==> config.mk <==
export PLATFORM = sky130hd
export DESIGN_NAME = serial_line_editor_flat
export DESIGN_NICKNAME = d
export VERILOG_FILES = /design/src/sle_pkg.sv /design/src/sle_ifs.sv /design/src/sle_queue.sv /design/src/sle_front.sv /design/src/sle_back.sv /design/src/serial_line_editor.sv /design/src/flat_wrapper.sv
export SDC_FILE = /design/constraint.sdc
export NUM_CORES = 1
export LEC_CHECK = 0
export BUFFER_PORTS_ARGS = -buffer_cell sky130_fd_sc_hd__buf_2
export CAP_MARGIN = 10
export CORE_AREA = 8 8 142 144
export CTS_CLUSTER_DIAMETER = 80
export DETAILED_ROUTE_END_ITERATION = 10
export DIE_AREA = 0 0 150 152
export PLACE_DENSITY = 0.66
export SETUP_SLACK_MARGIN = 0.05
export SLEW_MARGIN = 20
export SYNTH_ARGS = -nofsm -noshare
export SYNTH_HDL_FRONTEND = slang
export SYNTH_SLANG_ARGS = --single-unit
==> constraint.sdc <==
create_clock -name clk -period 4.1 [get_ports clk]
set_clock_uncertainty 0.2 [all_clocks]
set_input_delay 0.41 -clock clk [delete_from_list [all_inputs] [get_ports clk]]
set_output_delay 0.41 -clock clk [all_outputs]
set_load 0.02 [all_outputs]
==> src/sle_pkg.sv <==
// Package: shared constants, command codes and queue types for the serial line editor.
package sle_pkg;

    localparam int LINE_CAP_DEF = 16;

    localparam int Q_DEPTH = 2;
    localparam int Q_PTR_W = 1;
    localparam int Q_CNT_W = 2;

    localparam logic [2:0] KIND_ECHO   = 3'd0;
    localparam logic [2:0] KIND_LINE   = 3'd1;
    localparam logic [2:0] KIND_EOF    = 3'd2;
    localparam logic [2:0] KIND_ERR    = 3'd3;
    localparam logic [2:0] KIND_CANCEL = 3'd4;

    localparam logic [7:0] CH_BEL    = 8'h07;
    localparam logic [7:0] CH_BS     = 8'h08;
    localparam logic [7:0] CH_TAB    = 8'h09;
    localparam logic [7:0] CH_LF     = 8'h0A;
    localparam logic [7:0] CH_CR     = 8'h0D;
    localparam logic [7:0] CH_SP     = 8'h20;
    localparam logic [7:0] CH_TILDE  = 8'h7E;
    localparam logic [7:0] CH_DEL    = 8'h7F;
    localparam logic [7:0] CH_HIGH   = 8'hA0;
    localparam logic [7:0] CH_CTRL_C = 8'h03;
    localparam logic [7:0] CH_CTRL_R = 8'h12;
    localparam logic [7:0] CH_CTRL_U = 8'h15;
    localparam logic [7:0] CH_CTRL_W = 8'h17;
    localparam logic [7:0] CH_ZERO   = 8'h00;

    typedef enum logic [3:0] {
        OP_EOF,
        OP_ERR,
        OP_CANCEL,
        OP_LINE,
        OP_STORE,
        OP_ERASE,
        OP_KILL,
        OP_WORD,
        OP_REDRAW,
        OP_NOP
    } op_t;

    typedef struct packed {
        op_t        op;
        logic [7:0] data;
    } op_item_t;

    typedef struct packed {
        logic     valid;
        op_item_t item;
    } q_out_t;

endpackage

==> src/sle_ifs.sv <==
// Interfaces: receive-byte channel and result channel.
interface sle_in_if;
    logic       valid;
    logic       ready;
    logic [7:0] rx_byte;
    logic       frame_error;
    logic       overrun;

    modport source (output valid, rx_byte, frame_error, overrun, input ready);
    modport sink   (input valid, rx_byte, frame_error, overrun, output ready);
    modport mon    (input valid, ready, rx_byte, frame_error, overrun);
endinterface

interface sle_out_if;
    logic       valid;
    logic       ready;
    logic [2:0] kind;
    logic [7:0] out_byte;
    logic       last;

    modport source (output valid, kind, out_byte, last, input ready);
    modport sink   (input valid, kind, out_byte, last, output ready);
    modport mon    (input valid, ready, kind, out_byte, last);
endinterface

==> src/sle_queue.sv <==
// Two-entry command queue between the classifier and the executor.
module sle_queue (
    input  logic              clk,
    input  logic              rst_n,
    input  logic              push,
    input  sle_pkg::op_item_t push_item,
    output logic              full,
    input  logic              pop,
    output sle_pkg::q_out_t   head
);

    sle_pkg::op_item_t                 entry_reg [sle_pkg::Q_DEPTH];
    logic [sle_pkg::Q_PTR_W-1:0]       wr_ptr_reg;
    logic [sle_pkg::Q_PTR_W-1:0]       rd_ptr_reg;
    logic [sle_pkg::Q_CNT_W-1:0]       count_reg;
    logic [sle_pkg::Q_CNT_W-1:0]       count_next;
    logic                              do_push;
    logic                              do_pop;

    assign full       = (count_reg == sle_pkg::Q_CNT_W'(sle_pkg::Q_DEPTH));
    assign head.valid = (count_reg != '0);
    assign head.item  = entry_reg[rd_ptr_reg];
    assign do_push    = push && !full;
    assign do_pop     = pop && head.valid;

    always_comb
    begin
        count_next = count_reg;
        if (do_push && !do_pop)
        begin
            count_next = count_reg + 1'b1;
        end
        else if (do_pop && !do_push)
        begin
            count_next = count_reg - 1'b1;
        end
    end

    always_ff @(posedge clk or negedge rst_n)
    begin
        if (!rst_n)
        begin
            wr_ptr_reg <= '0;
            rd_ptr_reg <= '0;
            count_reg  <= '0;
        end
        else
        begin
            count_reg <= count_next;
            if (do_push)
            begin
                wr_ptr_reg <= wr_ptr_reg + 1'b1;
            end
            if (do_pop)
            begin
                rd_ptr_reg <= rd_ptr_reg + 1'b1;
            end
        end
    end

    always_ff @(posedge clk)
    begin
        if (do_push)
        begin
            entry_reg[wr_ptr_reg] <= push_item;
        end
    end

endmodule

==> src/sle_front.sv <==
// Front end: accepts received bytes and turns them into editor commands.
module sle_front (
    sle_in_if.sink            rx,
    input  logic              q_full,
    output logic              push,
    output sle_pkg::op_item_t push_item
);

    logic [7:0] ch;

    assign rx.ready = !q_full;

    always_comb
    begin
        ch = rx.rx_byte;
        if (ch == sle_pkg::CH_CR)
        begin
            ch = sle_pkg::CH_LF;
        end
        if (ch == sle_pkg::CH_TAB)
        begin
            ch = sle_pkg::CH_SP;
        end

        push_item.data = ch;
        if (rx.frame_error)
        begin
            push_item.op = sle_pkg::OP_EOF;
        end
        else if (rx.overrun)
        begin
            push_item.op = sle_pkg::OP_ERR;
        end
        else if ((ch >= sle_pkg::CH_SP && ch <= sle_pkg::CH_TILDE) || ch >= sle_pkg::CH_HIGH)
        begin
            push_item.op = sle_pkg::OP_STORE;
        end
        else
        begin
            unique case (ch) inside
                sle_pkg::CH_LF:               push_item.op = sle_pkg::OP_LINE;
                sle_pkg::CH_CTRL_C:           push_item.op = sle_pkg::OP_CANCEL;
                sle_pkg::CH_BS, sle_pkg::CH_DEL: push_item.op = sle_pkg::OP_ERASE;
                sle_pkg::CH_CTRL_U:           push_item.op = sle_pkg::OP_KILL;
                sle_pkg::CH_CTRL_W:           push_item.op = sle_pkg::OP_WORD;
                sle_pkg::CH_CTRL_R:           push_item.op = sle_pkg::OP_REDRAW;
                default:                      push_item.op = sle_pkg::OP_NOP;
            endcase
        end
    end

    // ignored bytes are consumed here and never reach the queue
    assign push = rx.valid && rx.ready && (push_item.op != sle_pkg::OP_NOP);

endmodule

==> src/sle_back.sv <==
// Back end: executes editor commands on the line store and emits result transfers.
module sle_back #(
    parameter int LINE_CAP = sle_pkg::LINE_CAP_DEF
) (
    input  logic            clk,
    input  logic            rst_n,
    input  sle_pkg::q_out_t head,
    output logic            pop,
    sle_out_if.source       tx
);

    localparam int IDX_W = $clog2(LINE_CAP);
    localparam logic [IDX_W-1:0] CAP_M1 = IDX_W'(LINE_CAP - 1);

    typedef enum logic {
        S_IDLE,
        S_RUN
    } state_t;

    state_t            state_reg, state_next;
    sle_pkg::op_item_t op_reg, op_next;
    logic [1:0]        ph_reg, ph_next;
    logic [IDX_W-1:0]  idx_reg, idx_next;
    logic [IDX_W-1:0]  fill_reg, fill_next;
    logic              first_reg, first_next;
    logic              cont_reg, cont_next;
    logic              tx_valid_reg, tx_valid_next;
    logic [2:0]        tx_kind_reg, tx_kind_next;
    logic [7:0]        tx_byte_reg, tx_byte_next;
    logic              tx_last_reg, tx_last_next;

    logic [7:0]        store [LINE_CAP];
    logic [IDX_W-1:0]  rd_addr;
    logic [7:0]        rd_data;
    logic              wr_en;
    logic              can_emit;
    logic              emit;
    logic [2:0]        e_kind;
    logic [7:0]        e_byte;
    logic              e_last;
    logic              done;
    logic [IDX_W-1:0]  fill_m1;
    logic [IDX_W-1:0]  fill_m2;

    assign tx.valid    = tx_valid_reg;
    assign tx.kind     = tx_kind_reg;
    assign tx.out_byte = tx_byte_reg;
    assign tx.last     = tx_last_reg;

    assign can_emit = !tx_valid_reg || tx.ready;
    assign fill_m1  = fill_reg - 1'b1;
    assign fill_m2  = fill_reg - 2'd2;

    always_comb
    begin
        if (op_reg.op == sle_pkg::OP_LINE || op_reg.op == sle_pkg::OP_REDRAW)
        begin
            rd_addr = idx_reg;
        end
        else if (ph_reg == 2'd1)
        begin
            rd_addr = fill_m2;
        end
        else
        begin
            rd_addr = fill_m1;
        end
    end

    assign rd_data = store[rd_addr];

    always_comb
    begin
        state_next = state_reg;
        op_next    = op_reg;
        ph_next    = ph_reg;
        idx_next   = idx_reg;
        fill_next  = fill_reg;
        first_next = first_reg;
        cont_next  = cont_reg;
        pop        = 1'b0;
        wr_en      = 1'b0;
        emit       = 1'b0;
        e_kind     = sle_pkg::KIND_ECHO;
        e_byte     = sle_pkg::CH_ZERO;
        e_last     = 1'b0;
        done       = 1'b0;

        unique case (state_reg)
            S_IDLE:
            begin
                if (head.valid)
                begin
                    pop        = 1'b1;
                    op_next    = head.item;
                    ph_next    = 2'd0;
                    idx_next   = '0;
                    first_next = 1'b1;
                    state_next = S_RUN;
                end
            end
            S_RUN:
            begin
                if (can_emit)
                begin
                    unique case (op_reg.op)
                        sle_pkg::OP_EOF, sle_pkg::OP_ERR, sle_pkg::OP_CANCEL:
                        begin
                            emit      = 1'b1;
                            e_last    = 1'b1;
                            fill_next = '0;
                            done      = 1'b1;
                            if (op_reg.op == sle_pkg::OP_EOF)
                            begin
                                e_kind = sle_pkg::KIND_EOF;
                            end
                            else if (op_reg.op == sle_pkg::OP_ERR)
                            begin
                                e_kind = sle_pkg::KIND_ERR;
                            end
                            else
                            begin
                                e_kind = sle_pkg::KIND_CANCEL;
                            end
                        end
                        sle_pkg::OP_STORE:
                        begin
                            emit   = 1'b1;
                            e_last = 1'b1;
                            done   = 1'b1;
                            if (fill_reg == CAP_M1)
                            begin
                                e_byte = sle_pkg::CH_BEL;
                            end
                            else
                            begin
                                e_byte    = op_reg.data;
                                wr_en     = 1'b1;
                                fill_next = fill_reg + 1'b1;
                            end
                        end
                        sle_pkg::OP_LINE:
                        begin
                            emit = 1'b1;
                            if (ph_reg == 2'd0)
                            begin
                                e_byte  = sle_pkg::CH_CR;
                                ph_next = 2'd1;
                            end
                            else if (ph_reg == 2'd1)
                            begin
                                e_byte  = sle_pkg::CH_LF;
                                ph_next = 2'd2;
                            end
                            else if (idx_reg != fill_reg)
                            begin
                                e_kind   = sle_pkg::KIND_LINE;
                                e_byte   = rd_data;
                                idx_next = idx_reg + 1'b1;
                            end
                            else
                            begin
                                e_kind    = sle_pkg::KIND_LINE;
                                e_byte    = sle_pkg::CH_LF;
                                e_last    = 1'b1;
                                fill_next = '0;
                                done      = 1'b1;
                            end
                        end
                        sle_pkg::OP_REDRAW:
                        begin
                            emit = 1'b1;
                            if (ph_reg == 2'd0)
                            begin
                                e_byte  = sle_pkg::CH_CR;
                                e_last  = (fill_reg == '0);
                                done    = e_last;
                                ph_next = 2'd2;
                            end
                            else
                            begin
                                e_byte   = rd_data;
                                e_last   = (idx_reg == fill_m1);
                                done     = e_last;
                                idx_next = idx_reg + 1'b1;
                            end
                        end
                        sle_pkg::OP_ERASE, sle_pkg::OP_KILL, sle_pkg::OP_WORD:
                        begin
                            if (ph_reg == 2'd0)
                            begin
                                if (first_reg && !(fill_reg != '0 &&
                                    (op_reg.op != sle_pkg::OP_WORD || rd_data != sle_pkg::CH_SP)))
                                begin
                                    done = 1'b1;
                                end
                                else
                                begin
                                    emit    = 1'b1;
                                    e_byte  = sle_pkg::CH_BS;
                                    ph_next = 2'd1;
                                end
                            end
                            else if (ph_reg == 2'd1)
                            begin
                                emit    = 1'b1;
                                e_byte  = sle_pkg::CH_SP;
                                ph_next = 2'd2;
                                // look ahead: will another char go after this one
                                if (op_reg.op == sle_pkg::OP_ERASE)
                                begin
                                    cont_next = 1'b0;
                                end
                                else if (op_reg.op == sle_pkg::OP_KILL)
                                begin
                                    cont_next = (fill_reg > IDX_W'(1));
                                end
                                else
                                begin
                                    cont_next = (fill_reg > IDX_W'(1)) && (rd_data != sle_pkg::CH_SP);
                                end
                            end
                            else
                            begin
                                emit       = 1'b1;
                                e_byte     = sle_pkg::CH_BS;
                                e_last     = !cont_reg;
                                fill_next  = fill_m1;
                                first_next = 1'b0;
                                ph_next    = 2'd0;
                                done       = !cont_reg;
                            end
                        end
                        default:
                        begin
                            done = 1'b1;
                        end
                    endcase
                end
                if (done)
                begin
                    state_next = S_IDLE;
                end
            end
            default:
            begin
                state_next = S_IDLE;
            end
        endcase

        tx_valid_next = tx_valid_reg;
        tx_kind_next  = tx_kind_reg;
        tx_byte_next  = tx_byte_reg;
        tx_last_next  = tx_last_reg;
        if (emit)
        begin
            tx_valid_next = 1'b1;
            tx_kind_next  = e_kind;
            tx_byte_next  = e_byte;
            tx_last_next  = e_last;
        end
        else if (tx.ready)
        begin
            tx_valid_next = 1'b0;
        end
    end

    always_ff @(posedge clk or negedge rst_n)
    begin
        if (!rst_n)
        begin
            state_reg    <= S_IDLE;
            op_reg       <= '{op: sle_pkg::OP_NOP, data: sle_pkg::CH_ZERO};
            ph_reg       <= '0;
            idx_reg      <= '0;
            fill_reg     <= '0;
            first_reg    <= 1'b0;
            cont_reg     <= 1'b0;
            tx_valid_reg <= 1'b0;
        end
        else
        begin
            state_reg    <= state_next;
            op_reg       <= op_next;
            ph_reg       <= ph_next;
            idx_reg      <= idx_next;
            fill_reg     <= fill_next;
            first_reg    <= first_next;
            cont_reg     <= cont_next;
            tx_valid_reg <= tx_valid_next;
        end
    end

    always_ff @(posedge clk)
    begin
        tx_kind_reg <= tx_kind_next;
        tx_byte_reg <= tx_byte_next;
        tx_last_reg <= tx_last_next;
    end

    always_ff @(posedge clk)
    begin
        if (wr_en)
        begin
            store[fill_reg] <= op_reg.data;
        end
    end

endmodule

==> src/serial_line_editor.sv <==
// Top level: serial line editor with decoupled classifier and executor.
//
// Channels: rx carries one received byte with its framing-error and overrun
// flags; tx carries results (kind, out_byte, last), last marking the final
// result of one received byte. A transfer happens when valid and ready are high.
// Order: a byte enters the command queue in the cycle it is taken; the
// executor then loads it from the queue head into its command register
// and emits one result per cycle through the output register while tx
// is not stalled. A byte gives 0 to 3*(LINE_CAP-1) results; a line
// delivery gives fill+3, a redraw fill+1. The executor sequencer takes a
// new command only when it has finished the last; ignored control bytes
// are dropped in the front and cost nothing after the transfer.
// rx.ready stays high while the two-entry command queue has room.
// Reset clears the fill count, the queue and the output valid flag; the line
// store holds no defined value but is only read below the fill count.
// A stalled receiver holds the output register; the executor then waits,
// the queue fills and rx.ready drops.
module serial_line_editor #(
    parameter int LINE_CAP = sle_pkg::LINE_CAP_DEF
) (
    input  logic      clk,
    input  logic      rst_n,
    sle_in_if.sink    rx,
    sle_out_if.source tx
);

    logic              q_full;
    logic              push;
    sle_pkg::op_item_t push_item;
    logic              pop;
    sle_pkg::q_out_t   head;

    sle_front u_front (
        .rx        (rx),
        .q_full    (q_full),
        .push      (push),
        .push_item (push_item)
    );

    sle_queue u_queue (
        .clk       (clk),
        .rst_n     (rst_n),
        .push      (push),
        .push_item (push_item),
        .full      (q_full),
        .pop       (pop),
        .head      (head)
    );

    sle_back #(
        .LINE_CAP (LINE_CAP)
    ) u_back (
        .clk   (clk),
        .rst_n (rst_n),
        .head  (head),
        .pop   (pop),
        .tx    (tx)
    );

endmodule

==> src/flat_wrapper.sv <==
// flat-port wrapper written by rule: the top's interface ports become plain ports
module serial_line_editor_flat 
#(
    parameter int LINE_CAP = sle_pkg::LINE_CAP_DEF
)
  (clk, rst_n, rx_valid, rx_rx_byte, rx_frame_error, rx_overrun, rx_ready, tx_valid, tx_kind, tx_out_byte, tx_last, tx_ready);
  sle_in_if rx_i ();
  sle_out_if tx_i ();
  input  logic clk;
  input  logic rst_n;
  input wire logic [$bits(rx_i.valid)-1:0] rx_valid;
  input wire logic [$bits(rx_i.rx_byte)-1:0] rx_rx_byte;
  input wire logic [$bits(rx_i.frame_error)-1:0] rx_frame_error;
  input wire logic [$bits(rx_i.overrun)-1:0] rx_overrun;
  output wire logic [$bits(rx_i.ready)-1:0] rx_ready;
  output wire logic [$bits(tx_i.valid)-1:0] tx_valid;
  output wire logic [$bits(tx_i.kind)-1:0] tx_kind;
  output wire logic [$bits(tx_i.out_byte)-1:0] tx_out_byte;
  output wire logic [$bits(tx_i.last)-1:0] tx_last;
  input wire logic [$bits(tx_i.ready)-1:0] tx_ready;
  assign rx_i.valid = rx_valid;
  assign rx_i.rx_byte = rx_rx_byte;
  assign rx_i.frame_error = rx_frame_error;
  assign rx_i.overrun = rx_overrun;
  assign rx_ready = rx_i.ready;
  assign tx_valid = tx_i.valid;
  assign tx_kind = tx_i.kind;
  assign tx_out_byte = tx_i.out_byte;
  assign tx_last = tx_i.last;
  assign tx_i.ready = tx_ready;
  serial_line_editor #(.LINE_CAP(LINE_CAP)) u_core (.clk(clk), .rst_n(rst_n), .rx(rx_i), .tx(tx_i));
endmodule
==> results.md, run 1 <==
- IR analysis of the VDD net gives a maximum drop of 0.000479 V.
- The cell area power density is 924 nW/um^2.
- The worst hold slack after final layout is about 0.05 ns.
- The dominant synthesized flop cell is sky130_fd_sc_hd__edfxtp_1.
- The number of flops mapped to enable cells by yosys is 164.
- The tree is rooted in a sky130_fd_sc_hd__clkbuf_16.
- The synthesized netlist occupies a cell area of roughly 8800 um^2.
- The congestion estimate from routability-driven global placement came to 0.911.
- The number of standard cells after synthesis is a little under 700.
- Counting distinct cell types in the post-synthesis netlist gives 76.
- The cell class contributing the biggest share of worst-path delay is simple AND/OR/NAND/NOR gates.
- After detailed placement, the total cell area comes to 9370 um^2.
- The run finished with clean final reports.
- The signal on the critical path passes through or4b_4 > nand2_4 > o21a_2 > buf_12 > mux2i_2 > a221oi_1 > nor4_2 > and4_1 > nand4_2 > buf_4 > o31ai_1 > buf_4 > a21oi_1.
- The area growth from synthesis to layout is 13.9%.
- The post-layout net count is 770.
- The leakage power total is 3.61 nW.
- No sink is reached through more buffers than the 2 on the longest clock path.
- The floorplan die area is ~23000 um^2.
- The average wire length per cell after detail routing is 21.4 um.
- Once detail routing completed, the nets flagged for antenna violations numbered 0.
- Of the cells placed in the final design, the portion with a size suffix greater than 1 is 17.9%.
- The endpoint required time on the critical path is about 4.2 ns.
- Pin placement for this block handled 28 I/O pins.
- The detailed-route DRC error count is 0.
- The fraction of the cycle the final worst path needs is between 90% and 100%.
- In this run, synthesis produced a sequential element count of around 190.
- The finished cells cover 10000 um^2.
- On the worst path, the slowest cell contributes a delay of 0.58 ns.
- The average cell area after synthesis is 12.9 um^2.
- The first global-routing pass estimated around 33000 um of wire.
- The most common cell type on the critical path is sky130_fd_sc_hd__buf_4.
- Detailed placement finished with a half-perimeter wire length of 14400 um.
- The count of buffering cells on the critical path with inverters included is 3.
- The aggregate global-route resource usage is roughly a fifth.
- Setup violations remaining at the end of the flow were counted as 0.
- The type of the worst setup path is register to register.
- The die is roughly 150 um tall.
- The hold violation total from the final report is 0.
- Counting every sink on the clock net gives 194.
- Of all flip-flops after synthesis, the portion carrying an async set or reset was roughly 15%.
- The mean number of vias per cell is roughly 6.1.
- The pin count of the biggest net entering global routing is 33.
- The clock tree from TritonCTS is built.
- The H-tree was split into 4 levels.
- The clock reaches the later pin of the worst-skew pair after 0.44 ns.
- In the layout the commonest cells are 164 x sky130_fd_sc_hd__edfxtp_1, 78 x sky130_fd_sc_hd__nand2_1, 47 x sky130_fd_sc_hd__buf_4.
- The end-of-flow core utilization is 56.4%.
- For the pin with the worst max-slew slack, the measured transition is between 1 and 1.5 ns.
- In this run the tightest slew margin relative to its limit is 29.3%.
- The largest fanout of any net on the critical path is 32.
- Max-cap violations in this run came to 0.
- Buffers inserted during clock tree synthesis total 17.
- Global routing finished with a remaining overflow of 0.
- The number of diodes is 0.
- The initial DRC count is 654.
- The register with the most flip-flops in the layout has 128 of them.
- The category of the worst setup path launch point is a register.
- Yosys printed 0 warnings.
- The clock period minus worst slack is 3.90 ns.
- The number of rows created at floorplan is 49.
- The arrival time of the worst setup path is 4.01 ns.
- The count of final max-slew check failures was 0.
- The routed wire length is between 20000 and 25000 um.
- The die is roughly 150 um wide.
- The detailed router placed 6025 vias in this run.
- The type of the most critical hold path is input port to register.
- Clock-pin slew was measured on the worst setup and hold paths at approximately 0.07 ns.
- For this design, the slowest cell found on the critical path is sky130_fd_sc_hd__dfstp_2.
- Fill cells in the final layout number about 1500.
- The fmax is 256 MHz.
- The endpoint kind of the worst setup timing path is a register.
- The via count of the first global-routing pass is 5879.
- Leaving out fill and tap cells, the most frequent cell in the layout is sky130_fd_sc_hd__edfxtp_1.
- The initial standard-cell utilization of the core is 49.5%.
- The core region area is 17800 um^2.
- The initial antenna violation count came to 0.
- The total iterations of the first detailed-routing run is 5.
- Sequential elements use 64.5% of the synthesized area.
- In this run the tool buffered the top-level ports with 27 buffer cells.
per-stage QoR:
step	cells	total power [mW]	worst slack, ns	TNS (ns)
6_report	989	9.26	0.198	0
5_1_grt	989	9.74	-0.00539	-0.00539
4_1_cts	988	9.02	0.0645	0
3_5_place_dp	953	7.41	0.0978	0
3_3_place_gp	953	7.33	0.214	0
2_1_floorplan	689	5.81	0.337	0
worst register-to-register path, cell delays in order, from the launching register on:
cell                       delay (ns)
sky130_fd_sc_hd__dfstp_2         0.58
sky130_fd_sc_hd__or4b_4          0.52
sky130_fd_sc_hd__nand2_4         0.15
sky130_fd_sc_hd__o21a_2          0.19
sky130_fd_sc_hd__buf_12          0.22
sky130_fd_sc_hd__mux2i_2         0.27
sky130_fd_sc_hd__a221oi_1        0.14
sky130_fd_sc_hd__nor4_2          0.37
sky130_fd_sc_hd__and4_1          0.29
sky130_fd_sc_hd__nand4_2         0.17
sky130_fd_sc_hd__buf_4           0.20
sky130_fd_sc_hd__o31ai_1         0.26
sky130_fd_sc_hd__buf_4           0.15
sky130_fd_sc_hd__a21oi_1         0.05
what timing repair did:
item,CTS,global route
cloned,0,0
endpoints found under the hold margin,30,0
pin swaps,1,1
endpoints found under the setup margin,12,18
hold buffers,2,0
buffers inserted,1,1
resized for setup,1,11
per-layer routing:
metal  GRT usage (%)  up-vias  routed length [um]
met3            4.01       38                1350
met1            26.7     3000                9640
met5               0        -                   0
met2            28.5      262                9750
met4            6.76        0                 425
li1                -     2725                   -
layout make-up:
class,count,area (um^2),share of cell area [%]
Clock buffer,18,429,4.28
Clock inverter,14,121,1.21
Inverter,12,45.0,0.449
Multi-Input combinational cell,444,2920,29.1
Sequential cell,194,5680,56.6
Tap cell,229,287,2.86
Timing Repair Buffer,78,548,5.46
cells in the mapped netlist (6+ instances only):
| cell type | n | area (um^2) |
|---|---|---|
| sky130_fd_sc_hd__o22ai_1 | 21 | 131 |
| sky130_fd_sc_hd__edfxtp_1 | 164 | 4920 |
| sky130_fd_sc_hd__mux2i_1 | 39 | 390 |
| sky130_fd_sc_hd__nor2_1 | 43 | 161 |
| sky130_fd_sc_hd__ha_1 | 9 | 113 |
| sky130_fd_sc_hd__a21oi_1 | 29 | 145 |
| sky130_fd_sc_hd__nor3_1 | 19 | 95.1 |
| sky130_fd_sc_hd__xor2_1 | 6 | 52.6 |
| sky130_fd_sc_hd__a211oi_1 | 10 | 75.1 |
| sky130_fd_sc_hd__buf_2 | 7 | 35.0 |
| sky130_fd_sc_hd__clkbuf_1 | 15 | 56.3 |
| sky130_fd_sc_hd__nand2b_1 | 7 | 43.8 |
| sky130_fd_sc_hd__nand3_1 | 9 | 45.0 |
| sky130_fd_sc_hd__nand2_1 | 78 | 293 |
| sky130_fd_sc_hd__a211o_1 | 6 | 52.6 |
| sky130_fd_sc_hd__a221oi_1 | 15 | 131 |
| sky130_fd_sc_hd__o21ai_0 | 34 | 170 |
| sky130_fd_sc_hd__o21a_1 | 7 | 52.6 |
| sky130_fd_sc_hd__nor4_1 | 6 | 37.5 |
| sky130_fd_sc_hd__buf_6 | 9 | 101 |
| sky130_fd_sc_hd__inv_1 | 12 | 45.0 |
| sky130_fd_sc_hd__dfrtp_1 | 28 | 701 |
| sky130_fd_sc_hd__xnor2_1 | 13 | 114 |
| sky130_fd_sc_hd__a31oi_1 | 6 | 37.5 |
logic make-up (layout without fill, tap and decap cells):
logic type,count (synthesis),count (layout),synth area share [%]
xor gates and xnor gates,19,19,1.89
buffers and inverters,51,122,3.48
and+or+nand+nor,203,203,11.6
DFF,194,194,64.5
AOI/OAI and AO/OA,162,162,12.3
other,1,8,0.0426
muxes,42,42,4.82
adders and majority gates,10,10,1.39
where the power goes:
part	internal (mW)	total, mW	leakage (nW)	switching, mW
clock network	0.797	1.57	0.267	0.769
logic	1.86	4.58	1.46	2.72
registers	2.66	3.12	1.88	0.458
path summary, 6_finish.rpt:
check / startpoint / to / slack [ns] / depth (start not counted)
min in group asynchronous: rst_n / u_core.u_back.first_reg$_DFFE_PN0P_ / 0.34 / 2
max: u_core.u_back.op_reg[11]$_DFFE_PN1P_ / u_core.u_back.state_reg$_DFF_PN0_ / 0.20 / 13
min: rx_rx_byte[6] / u_core.u_queue.entry_reg[0][6]$_DFFE_PP_ / 0.05 / 1
min reg2reg: u_core.u_queue.wr_ptr_reg$_DFFE_PN0P_ / u_core.u_queue.wr_ptr_reg$_DFFE_PN0P_ / 0.30 / 1
max reg2reg: u_core.u_back.op_reg[11]$_DFFE_PN1P_ / u_core.u_back.state_reg$_DFF_PN0_ / 0.20 / 13
max in group asynchronous: rst_n / u_core.u_back.op_reg[1]$_DFFE_PN0P_ / 2.91 / 2
No activity file was read; power rests on OpenSTA's default activity.
==> run 2, diff against run 1 <==
--- a/config.mk
+++ b/config.mk
@@ -12,6 +12,7 @@
 export DETAILED_ROUTE_END_ITERATION = 10
 export DIE_AREA = 0 0 150 152
 export PLACE_DENSITY = 0.66
+export RECOVER_POWER = 25
 export SETUP_SLACK_MARGIN = 0.05
 export SLEW_MARGIN = 20
 export SYNTH_ARGS = -nofsm -noshare
==> results.md, run 2 (synthesis gave the netlist of run 1 again) <==
- The average wire length per cell after detail routing is 21.4 um.
- The switching power total is 3.95 mW.
- Data on the critical path arrives at its endpoint at between 4 and 5 ns.
- For this design the ratio of total power to cell area is between 900 and 1000 nW/um^2.
- The worst supply voltage drop on vdd is 0.000479 V.
- The post-layout net count is 770.
- The via count of the first global-routing pass is about 5900.
- The number of flip-flops in the largest register is 128.
- The run finished, with violations left.
- The floorplan die area is 22800 um^2.
- The number of rows created at floorplan is between 40 and 50.
- The worst setup path is launched from a register.
- The final number of setup-violating endpoints is 0.
- The die is 150 um wide.
- Walking the worst path, the cells encountered are or4b_4 > nand2_4 > o21a_2 > buf_12 > mux2i_2 > a221oi_1 > nor4_2 > and4_1 > nand4_2 > buf_4 > o31ai_1 > buf_4 > a21oi_1.
- The routed design has 21100 um of wire.
- The area taken by multi-input logic gates is between 2000 and 3000 um^2.
- The pin count of the biggest net entering global routing is 33.
- The endpoint kind of the worst setup timing path is a register.
- The first global-routing pass estimated 33300 um of wire.
- No sink is reached through more buffers than the 2 on the longest clock path.
- Subtracting the final worst setup slack from the clock period gives 3.90 ns.
- For this run the aggregate overflow at the end of global routing stands at 0.
- The share of total power in the clock network is 16.9%.
- CTS built an H-tree with a depth of 4.
- Clock tree synthesis found a total of around 190 sinks.
- Across all layers, the routed design uses 6024 vias.
- The CTS root buffer is sky130_fd_sc_hd__clkbuf_16.
- After routing the design area is 10000 um^2.
- Port buffering added 27 buffers.
- The type of the worst setup path is register to register.
- The actual transition at the worst max-transition pin is between 1.5 and 2 ns.
- The standard cell area after detailed placement is 9370 um^2.
- Using the TritonRoute via totals, the vias-per-cell ratio works out to 6.09.
- The endpoint required time on the critical path is 4.20 ns.
- The area growth from synthesis to layout is 13.9%.
- The aggregate negative setup slack is 0 ns.
- Clock-pin slew was measured on the worst setup and hold paths at 0.07 ns.
- The detailed router finished its first iteration with 654 violations.
- The number of buffers created by CTS is 17.
- The core region area is 17800 um^2.
- The analysis attributes to cell leakage a power of 3.60 nW.
- Among cell families on the critical path, the largest total delay comes from simple AND/OR/NAND/NOR gates.
- The final reports fail on max-capacitance violations, max-slew violations.
- The number of diodes is 0.
- Along the worst path, the maximum fanout reaches 32.
- The most common cell after layout, fill and taps aside is sky130_fd_sc_hd__edfxtp_1.
- The internal power is roughly 5.3 mW.
- Leaving out fill and tap cells, the most frequent cells in the layout are 164 x sky130_fd_sc_hd__edfxtp_1, 78 x sky130_fd_sc_hd__nand2_1, 47 x sky130_fd_sc_hd__buf_4.
- The highest cell delay on the worst timing path is 0.58 ns.
- The fraction of the cycle the final worst path needs is a little over nine tenths.
- The die is 152 um tall.
- Based on the critical path, the design can be clocked at up to 256 MHz.
- Of the total power, combinational logic draws 49.4%.
- The count of final max-slew check failures is 31.
- The sequential share of power is 33.7%.
- The initial antenna violation count came to 0.
- At the end of routability-driven placement, the weighted congestion stood at 0.911.
- The hold violation total from the final report came to 0.
- The share of cells above drive strength 1 is 17.4%.
- The clock tree from TritonCTS is built.
- The type of the most critical hold path is input port to register.
- In the routed design, unresolved DRC markers number 0.
- Global routing used between 10% and 20% of the available tracks.
- For the worst-skew pair, the clock arrives at the later sink with an insertion delay of roughly 0.44 ns.
- The relative slew slack is -9.34%.
- On the critical path, the stage with the largest delay is an instance of sky130_fd_sc_hd__dfstp_2.
- Once the floorplan was initialized, standard cells occupied 49.5% of the core.
- The total of fill cells in the finished design is 1490.
- The first detailed-routing pass ran for 5 iterations.
- The number of top-level design ports is 28.
- The number of antenna-violating nets in the routed design is 0.
- In the final layout, flip-flops and latches occupy 5680 um^2.
- The HPWL after detailed placement is 14400 um.
- The count of buffering cells on the critical path with inverters included is 3.
- Of the total power, the share spent switching nets is a little over two fifths.
- The most numerous cell type found on the critical path is sky130_fd_sc_hd__buf_4.
- The total of max-cap violations is 1.
[run 2: per-stage QoR]
stage               std cells  power (mW)  util, %  hold WS [ns]  setup WS [ns]
finish                    989        9.26     56.4        0.0554          0.199
global route              989        9.74     56.4        0.0777       -0.00539
CTS                       988        9.02     56.0        0.0239         0.0645
detailed placement        953        7.41     52.7         0.281         0.0978
global placement          953        7.33     52.7         0.271          0.214
floorplan                 689        5.81        -       -0.0856          0.337
[run 2: per-layer routing]
| metal | wire [um] | GRT usage (%) | part of all wire, % | vias up |
|---|---|---|---|---|
| li1 | - | - | - | 2725 |
| met1 | 9580 | 26.7 | 45 | 2993 |
| met2 | 9740 | 28.5 | 46 | 268 |
| met3 | 1390 | 4.01 | 6.6 | 38 |
| met4 | 420 | 6.76 | 2.0 | 0 |
| met5 | 0 | 0 | 0 | - |
[run 2: worst register-to-register path, delay by kind of cell (launching register included)]
kind,cells,cell delay (ns)
AND/OR/NAND/NOR,5,1.50
multiplexers,1,0.27
AO/OA/AOI/OAI,4,0.64
buffers and inverters,3,0.57
flip-flops,1,0.58
[run 2: power by group through the flow]
stage | clock (mW) | combinational [mW] | sequential, mW
6_report | 1.57 | 4.58 | 3.12
5_1_grt | 1.66 | 4.91 | 3.17
4_1_cts | 1.59 | 4.32 | 3.11
3_5_place_dp | 0 | 4.25 | 3.16
3_3_place_gp | 0 | 4.19 | 3.14
2_1_floorplan | 0 | 2.82 | 3.00
[run 2: area by class of cell]
class / instances / area share, %
Clock inverter: 14 / 1.21
Sequential cell: 194 / 56.6
Clock buffer: 18 / 4.28
Multi-Input combinational cell: 444 / 29.2
Timing Repair Buffer: 78 / 5.42
Tap cell: 229 / 2.86
Inverter: 12 / 0.449
[run 2: timing repair]
action                                  in CTS  in global routing
setup buffers                                1                  1
gates cloned                                 0                  0
gates resized for setup                      1                 11
hold buffers                                 2                  0
endpoints found under the setup margin      12                 18
pin swaps                                    1                  1
hold endpoints to repair                    30                  0
[run 2: final timing paths]
| check | from | endpoint | slack, ns | depth (start not counted) |
|---|---|---|---|---|
| setup / recovery | u_core.u_back.op_reg[11]$_DFFE_PN1P_ | u_core.u_back.state_reg$_DFF_PN0_ | 0.20 | 13 |
| hold / removal | tx_ready | u_core.u_back.tx.valid$_DFFE_PN0P_ | 0.06 | 3 |
| min in group asynchronous | rst_n | u_core.u_back.first_reg$_DFFE_PN0P_ | 0.72 | 2 |
| setup reg to reg | u_core.u_back.op_reg[11]$_DFFE_PN1P_ | u_core.u_back.state_reg$_DFF_PN0_ | 0.20 | 13 |
| max in group asynchronous | rst_n | u_core.u_back.op_reg[1]$_DFFE_PN0P_ | 2.03 | 2 |
| hold reg to reg | u_core.u_queue.wr_ptr_reg$_DFFE_PN0P_ | u_core.u_queue.wr_ptr_reg$_DFFE_PN0P_ | 0.31 | 1 |
